$ cat config.mk
export PLATFORM = sky130hd
export DESIGN_NAME = mac_tag_session_table_top
export DESIGN_NICKNAME = d
export VERILOG_FILES = /design/src/hdl/mts_pkg.sv /design/src/hdl/mts_key_store.sv /design/src/hdl/mts_seq.sv /design/src/hdl/mac_tag_session_table_top.sv
export SDC_FILE = /design/constraint.sdc
export NUM_CORES = 2
export LEC_CHECK = 0
export BUFFER_PORTS_ARGS = -buffer_cell sky130_fd_sc_hd__buf_4
export CAP_MARGIN = 20
export CORE_UTILIZATION = 40
export DETAILED_ROUTE_END_ITERATION = 10
export SYNTH_ARGS = -nofsm -noshare
export SYNTH_HDL_FRONTEND = slang
export SYNTH_SLANG_ARGS = --single-unit
$ cat constraint.sdc
create_clock -name clk -period 8.65 [get_ports clk]
set_clock_uncertainty 0.05 [all_clocks]
set_input_delay 0.865 -clock clk [delete_from_list [all_inputs] [get_ports clk]]
set_output_delay 0.865 -clock clk [all_outputs]
set_load 0.01 [all_outputs]
$ cat src/hdl/mts_pkg.sv
`timescale 1ns / 1ps
// ---------------------------------------------------------------------------
// mts_pkg: shared types and codes of the MAC and tag session table
// Command and status codes, the stored key layout and the sequencer states.
// ---------------------------------------------------------------------------
package mts_pkg;

  localparam int MAC_W  = 48;
  localparam int TAG_W  = 32;
  localparam int SLOT_W = 4;

  localparam logic [1:0] CMD_CREATE = 2'd0;
  localparam logic [1:0] CMD_DELETE = 2'd1;
  localparam logic [1:0] CMD_FIND   = 2'd2;

  localparam logic [1:0] ST_OK   = 2'd0;
  localparam logic [1:0] ST_MISS = 2'd1;
  localparam logic [1:0] ST_FULL = 2'd2;

  typedef struct packed {
    logic [MAC_W-1:0] mac;
    logic [TAG_W-1:0] tag;
  } key_t;

  typedef enum logic [1:0] {
    S_IDLE,
    S_SCAN,
    S_DRAIN,
    S_FINISH
  } state_t;

endpackage

$ cat src/hdl/mts_key_store.sv
`timescale 1ns / 1ps
// ---------------------------------------------------------------------------
// mts_key_store: key memory of the session table
// One write port and one read port; read data is registered.
// ---------------------------------------------------------------------------
module mts_key_store #(
  parameter int ENTRIES = 16,
  parameter int IDX_W   = 4
) (
  input  logic              clk,
  input  logic              wr_en,
  input  logic [IDX_W-1:0]  wr_addr,
  input  mts_pkg::key_t     wr_key,
  input  logic [IDX_W-1:0]  rd_addr,
  output mts_pkg::key_t     rd_key
);

  mts_pkg::key_t mem [ENTRIES];

  always_ff @(posedge clk) begin
    if (wr_en) begin
      mem[wr_addr] <= wr_key;
    end
  end

  always_ff @(posedge clk) begin
    rd_key <= mem[rd_addr];
  end

endmodule

$ cat src/hdl/mts_seq.sv
`timescale 1ns / 1ps
// ---------------------------------------------------------------------------
// mts_seq: scan sequencer of the session table
// Walks the key memory one slot a cycle through a single key comparator,
// tracks the first match and the lowest free slot, then commits and answers.
// ---------------------------------------------------------------------------
module mts_seq #(
  parameter int ENTRIES = 16,
  parameter int IDX_W   = 4
) (
  input  logic                       clk,
  input  logic                       rst,
  input  logic                       in_valid,
  output logic                       in_ready,
  input  logic [1:0]                 command,
  input  logic [mts_pkg::MAC_W-1:0]  mac,
  input  logic [mts_pkg::TAG_W-1:0]  session_tag,
  output logic                       out_valid,
  input  logic                       out_ready,
  output logic [1:0]                 status,
  output logic [mts_pkg::SLOT_W-1:0] slot,
  output logic                       wr_en,
  output logic [IDX_W-1:0]           wr_addr,
  output mts_pkg::key_t              wr_key,
  output logic [IDX_W-1:0]           rd_addr,
  input  mts_pkg::key_t              rd_key
);

  localparam logic [IDX_W-1:0] LAST = IDX_W'(ENTRIES - 1);

  mts_pkg::state_t state, state_next;

  logic [IDX_W-1:0]   cnt;
  logic               cmp_live;
  logic [IDX_W-1:0]   cmp_idx;
  logic [1:0]         cmd_r;
  mts_pkg::key_t      key_r;
  logic               hit_found;
  logic [IDX_W-1:0]   hit_idx;
  logic               free_found;
  logic [IDX_W-1:0]   free_idx;
  logic [ENTRIES-1:0] valid;

  logic                       accept;
  logic                       load;
  logic                       key_eq;
  logic                       do_set;
  logic                       do_clr;
  logic [1:0]                 res_status;
  logic [IDX_W-1:0]           res_idx;
  logic [IDX_W+mts_pkg::SLOT_W-1:0] res_ext;

  // Next state
  always_comb begin
    state_next = state;
    unique case (state)
      mts_pkg::S_IDLE:   if (accept) state_next = mts_pkg::S_SCAN;
      mts_pkg::S_SCAN:   if (cnt == LAST) state_next = mts_pkg::S_DRAIN;
      mts_pkg::S_DRAIN:  state_next = mts_pkg::S_FINISH;
      mts_pkg::S_FINISH: if (load) state_next = mts_pkg::S_IDLE;
      default:           state_next = mts_pkg::S_IDLE;
    endcase
  end

  // Outputs and commit decisions
  always_comb begin
    in_ready   = (state == mts_pkg::S_IDLE);
    accept     = in_valid && in_ready;
    load       = (state == mts_pkg::S_FINISH) && (!out_valid || out_ready);
    key_eq     = (rd_key == key_r);
    do_set     = 1'b0;
    do_clr     = 1'b0;
    res_status = mts_pkg::ST_MISS;
    res_idx    = '0;
    unique case (cmd_r)
      mts_pkg::CMD_CREATE: begin
        if (!hit_found) begin
          if (free_found) begin
            do_set     = load;
            res_status = mts_pkg::ST_OK;
            res_idx    = free_idx;
          end else begin
            res_status = mts_pkg::ST_FULL;
          end
        end
      end
      mts_pkg::CMD_DELETE: begin
        if (hit_found) begin
          do_clr     = load;
          res_status = mts_pkg::ST_OK;
          res_idx    = hit_idx;
        end
      end
      mts_pkg::CMD_FIND: begin
        if (hit_found) begin
          res_status = mts_pkg::ST_OK;
          res_idx    = hit_idx;
        end
      end
      default: begin
        res_status = mts_pkg::ST_MISS;
      end
    endcase
    res_ext = {{mts_pkg::SLOT_W{1'b0}}, res_idx};
    wr_en   = do_set;
    wr_addr = free_idx;
    wr_key  = key_r;
    rd_addr = cnt;
  end

  always_ff @(posedge clk) begin
    if (rst) begin
      state     <= mts_pkg::S_IDLE;
      cmp_live  <= 1'b0;
      valid     <= '0;
      out_valid <= 1'b0;
    end else begin
      state    <= state_next;
      cmp_live <= (state == mts_pkg::S_SCAN);
      if (do_set) valid[free_idx] <= 1'b1;
      if (do_clr) valid[hit_idx]  <= 1'b0;
      if (load) begin
        out_valid <= 1'b1;
      end else if (out_ready) begin
        out_valid <= 1'b0;
      end
    end
  end

  always_ff @(posedge clk) begin
    cmp_idx <= cnt;
    if (accept) begin
      cmd_r      <= command;
      key_r.mac  <= mac;
      key_r.tag  <= session_tag;
      cnt        <= '0;
      hit_found  <= 1'b0;
      free_found <= 1'b0;
    end else begin
      if (state == mts_pkg::S_SCAN && cnt != LAST) begin
        cnt <= cnt + 1'b1;
      end
      if (cmp_live) begin
        // keep the lowest slot of each kind
        if (valid[cmp_idx] && key_eq && !hit_found) begin
          hit_found <= 1'b1;
          hit_idx   <= cmp_idx;
        end
        if (!valid[cmp_idx] && !free_found) begin
          free_found <= 1'b1;
          free_idx   <= cmp_idx;
        end
      end
    end
    if (load) begin
      status <= res_status;
      slot   <= res_ext[mts_pkg::SLOT_W-1:0];
    end
  end

  a_slot_zero_on_fail: assert property (@(posedge clk) disable iff (rst)
    out_valid && status != mts_pkg::ST_OK |-> slot == '0)
    else $error("nonzero slot on failed command");

  a_create_grows: assert property (@(posedge clk) disable iff (rst)
    do_set |=> $countones(valid) == $past($countones(valid)) + 1)
    else $error("create did not claim a free slot");

  a_delete_shrinks: assert property (@(posedge clk) disable iff (rst)
    do_clr |=> $countones(valid) == $past($countones(valid)) - 1)
    else $error("delete did not free a slot");

  a_hit_is_valid: assert property (@(posedge clk) disable iff (rst)
    state == mts_pkg::S_FINISH && hit_found |-> valid[hit_idx])
    else $error("match recorded on a free slot");

  a_drain_compares: assert property (@(posedge clk) disable iff (rst)
    state == mts_pkg::S_DRAIN |-> cmp_live && cmp_idx == LAST)
    else $error("last slot not compared");

endmodule

$ cat src/hdl/mac_tag_session_table_top.sv
`timescale 1ns / 1ps
// ---------------------------------------------------------------------------
// mac_tag_session_table_top: exact-match session table on MAC and tag
// Create, delete or find a session keyed by a 48-bit MAC and a 32-bit tag.
// ---------------------------------------------------------------------------
// A command is accepted, the scan then reads one slot per cycle as the key
// memory's single read port feeds the shared key comparator, the last slot
// is compared in the drain state, and the finish state commits and loads the
// result register. The input is taken again as soon as the result is loaded;
// a result that is still held when the next command finishes stalls that
// command until the beat is taken. Slot valid marks clear at reset, so no
// clearing pass is needed. A create on a full table answers status full; slot
// carries the low four bits of the slot index.
module mac_tag_session_table_top #(
  parameter int ENTRIES = 16
) (
  input  logic                       clk,
  input  logic                       rst,
  input  logic                       in_valid,
  output logic                       in_ready,
  input  logic [1:0]                 command,
  input  logic [mts_pkg::MAC_W-1:0]  mac,
  input  logic [mts_pkg::TAG_W-1:0]  session_tag,
  output logic                       out_valid,
  input  logic                       out_ready,
  output logic [1:0]                 status,
  output logic [mts_pkg::SLOT_W-1:0] slot
);

  localparam int IDX_W = $clog2(ENTRIES);

  logic              wr_en;
  logic [IDX_W-1:0]  wr_addr;
  mts_pkg::key_t     wr_key;
  logic [IDX_W-1:0]  rd_addr;
  mts_pkg::key_t     rd_key;

  mts_key_store #(
    .ENTRIES (ENTRIES),
    .IDX_W   (IDX_W)
  ) u_store (
    .clk     (clk),
    .wr_en   (wr_en),
    .wr_addr (wr_addr),
    .wr_key  (wr_key),
    .rd_addr (rd_addr),
    .rd_key  (rd_key)
  );

  mts_seq #(
    .ENTRIES (ENTRIES),
    .IDX_W   (IDX_W)
  ) u_seq (
    .clk         (clk),
    .rst         (rst),
    .in_valid    (in_valid),
    .in_ready    (in_ready),
    .command     (command),
    .mac         (mac),
    .session_tag (session_tag),
    .out_valid   (out_valid),
    .out_ready   (out_ready),
    .status      (status),
    .slot        (slot),
    .wr_en       (wr_en),
    .wr_addr     (wr_addr),
    .wr_key      (wr_key),
    .rd_addr     (rd_addr),
    .rd_key      (rd_key)
  );

endmodule
==> results by group <==
Route
  – DR pass1 iterations: 8
  – Iter 0 DRT Violations: 2086
  – Routed Antenna Nets: 0
  – Drt drc: 0
  – Vias per cell: 5.48
  – DR vias: 24000
  – Drt total wl: 119 mm
  – DR WL/cell: around 27 um

Setup path
  – Reg-to-reg critical path startpoint: u_seq.cmd_r[1]
  – CP Launch Type: flop
  – Crit Path Class: reg -> reg
  – CP required: approximately 9.0 ns
  – Worst r2r path cells: 9
  – CP max FO: 39
  – Nature of the critical path endpoint: flop
  – Slack of the worst reg-to-reg path: 4.68 ns
  – Crit path arrival time: 4.31 ns
  – Worst r2r dst: u_store.mem[7][53]

Layout
  – Area of the multi-input gates: 10900 sq um
  – Final cell count without fillers: between 4000 and 5000
  – Commonest non-fill, non-tap cell in the layout: edfxtp_1
  – Sequential Area: roughly 44000 sq um
  – Layout cells sized above 1: 30.6%
  – # diodes: 0
  – # nets final: 2551
  – Most frequent cells in the layout: edfxtp_1, mux4_2, clkbuf_16
  – Final-layout fill cell count: 10900
  – Synth-to-layout area growth: 14.5%

Place
  – I/O Buffers: a little over 90
  – Placer Congestion: roughly 0.77
  – Dpl cells: 4080
  – Post-DP HPWL: ~65 mm

Timing
  – Fin Setup TNS: 0 ns
  – Fin Hold WS: 0.216 ns
  – Slew Viols, Final: 0
  – Clock period minus worst slack: between 3 and 4 ns
  – Final hold violations: 0
  – Max_slew headroom: between 20% and 30%
  – Least-Margin Pin Slew: 1.16 ns
  – RSZ-0062 raised after global routing: no
  – Final setup fails: 0
  – Fin crit share: 45.9%
  – Fmax: 252 MHz

Yosys
  – Sequential area share after synthesis: 79.1%
  – Post-synth EDFFs: approximately 1400
  – Largest cells by area after synthesis: edfxtp_1, mux4_2, dfxtp_1
  – Synthesized flop and latch total: ~1500
  – Yosys Warn Count: 0
  – Post-synth net total: 2351
  – Distinct cells, synth: 42
  – Cell Area, Synth: ~55000 sq um
  – Largest area contributor in the netlist: edfxtp_1
  – Async set-reset flop share out of synthesis: 0%
  – Share of the synthesized area in the top cell type: 75.1%
  – Syn_area_per_cell: 24.4 sq um
  – Gate Count Post-Synth: 2257
  – Ys flop type: edfxtp_1

Hold path
  – Worst Hold Path EP: u_seq.wr_key[74]
  – Hold Crit Start: mac[42]
  – Worst Hold Depth: 1
  – Min-Delay Path Class: in -> reg

Floorplanning
  – Die area: 139000 sq um
  – Core area: roughly 140000 sq um
  – Chip Width: 373 um
  – IO Pins: 94
  – Chip Height: 373 um
  – Initial Utilization: around 40%
  – Row cnt: roughly 140

GRT
  – Global Route Usage Sum: 17.3%
  – Gr ovfl total: 0
  – Pin count of the biggest net entering global routing: 163
  – Initial antenna violation count: 1
  – First-pass GRT wire length: 175 mm
  – Vias in the first global route: 25400

Clocking
  – CTS tree: built
  – Skew-Pair Late Insertion Delay: 0.77 ns
  – Clock-pin slew on the worst setup and hold paths: ~0.06 ns
  – CTS root buf: clkbuf_16
  – Hold-fix buffers at CTS: 0
  – Max H-tree Level: 4
  – Clk sinks: 1486
  – Clk buf depth: 3
  – CTS buffer count: 154
  – Total setup buffers inserted after CTS: 0
  – Post-CTS sizing: 0

Pwr
  – Clock group share of total power: 36.6%
  – Sequential Power Share: between 50% and 60%
  – VDD IR max: 0.000171 V
  – Switching power: 0.00443 W
  – Lkg Pwr: 19.3 nW
  – Net Sw Frac: 24.5%
  – Int Power: 0.0136 W
  – Gate power share: between 10% and 20%
  – Pwr Density: 286 nW/um^2

Status
  – Status: finished clean

Run
  – Max-cap viol count: 0
worst max-delay path by stage:
stage,endpoint,from,cells after the start,slack [ns]
global route,u_store.mem[7][53],u_seq.cmd_r[1],9,4.43
global placement,u_store.mem[13][53],out_ready,6,4.43
finish,u_store.mem[7][53],u_seq.cmd_r[1],9,4.68
CTS,u_store.mem[7][53],u_seq.cmd_r[1],9,4.61
floorplan,u_store.mem[8][0],out_ready,4,0.96
detailed placement,u_store.mem[14][7],out_ready,6,4.37
cells by family (layout without fill, tap and decap cells):
group	after synthesis	count (layout)	synth area share, %
flops	1486	1486	79.1
mux	409	409	16.6
buf+inv	127	459	1.31
simple gates	108	108	1.04
compound gates	62	62	0.837
xor+xnor	57	57	0.907
fa+ha+maj	8	8	0.182
cell type report:
class                   instances  share of cell area, %
flip-flops and latches       1486                   69.1
well taps                    1781                   3.54
repair buffers                140                   1.79
multi-input cells             644                   17.3
clock buffers                 224                   6.87
inverters                      31                  0.189
clock inverters                64                   1.26
cell usage after synthesis (11+ instances only):
master	n
dfxtp_1	110
mux4_2	404
xnor2_1	52
buf_1	11
nor3_1	12
o21a_1	13
nand4_1	18
nor2_1	30
clkbuf_1	45
edfxtp_1	1376
buf_6	31
nor2b_1	14
nand2b_1	11
inv_1	31
power by group through the flow:
stage          Clock (W)  Combinational [W]  Sequential [W]
3_3_place_gp           0            0.00243         0.00914
2_1_floorplan          0            0.00190         0.00888
3_5_place_dp           0            0.00244         0.00918
6_report         0.00661            0.00241         0.00902
5_1_grt          0.00701            0.00259         0.00909
4_1_cts          0.00676            0.00246         0.00903
stage by stage:
step	worst slack, ns	cell area (sq um)	utilization [%]	power (W)
2_1_floorplan	0.964	55000	-	0.0108
3_3_place_gp	4.43	57800	42.5	0.0116
3_5_place_dp	4.37	57800	42.5	0.0116
4_1_cts	4.61	63000	46.3	0.0182
5_1_grt	4.43	63000	46.4	0.0187
6_report	4.68	63000	46.4	0.0180
critical path, stage by stage, from the launching register on:
cell	delay, ns
edfxtp_1	0.42
inv_1	0.12
ha_1	0.18
and3b_1	0.28
nand3_1	0.23
nor2_1	0.15
nand2_1	0.23
nor2_4	0.74
buf_4	0.49
buf_4	0.66
flip-flops by register name (all words and copies together) (netlist names), 2 cells and up:
signal and flops:
u_seq.cmp_idx 4, u_seq.status 2, u_seq.cmd_r 2, u_store.mem 1280
u_seq.slot 4, u_seq.valid 16, u_store.rd_key 80, u_seq.hit_idx 4
u_seq.wr_addr 4, u_seq.state 2, u_seq.rd_addr 4, u_seq.wr_key 80
per-layer routing:
| metal | vias to the layer above | track usage, % | wire (um) |
|---|---|---|---|
| li1 | 10000 | - | - |
| met1 | 13100 | 24.6 | 52100 |
| met2 | 705 | 27.7 | 58300 |
| met3 | 148 | 2.94 | 6320 |
| met4 | 0 | 4.24 | 1940 |
| met5 | - | 0 | 0 |
No activity file was read; power rests on OpenSTA's default activity.
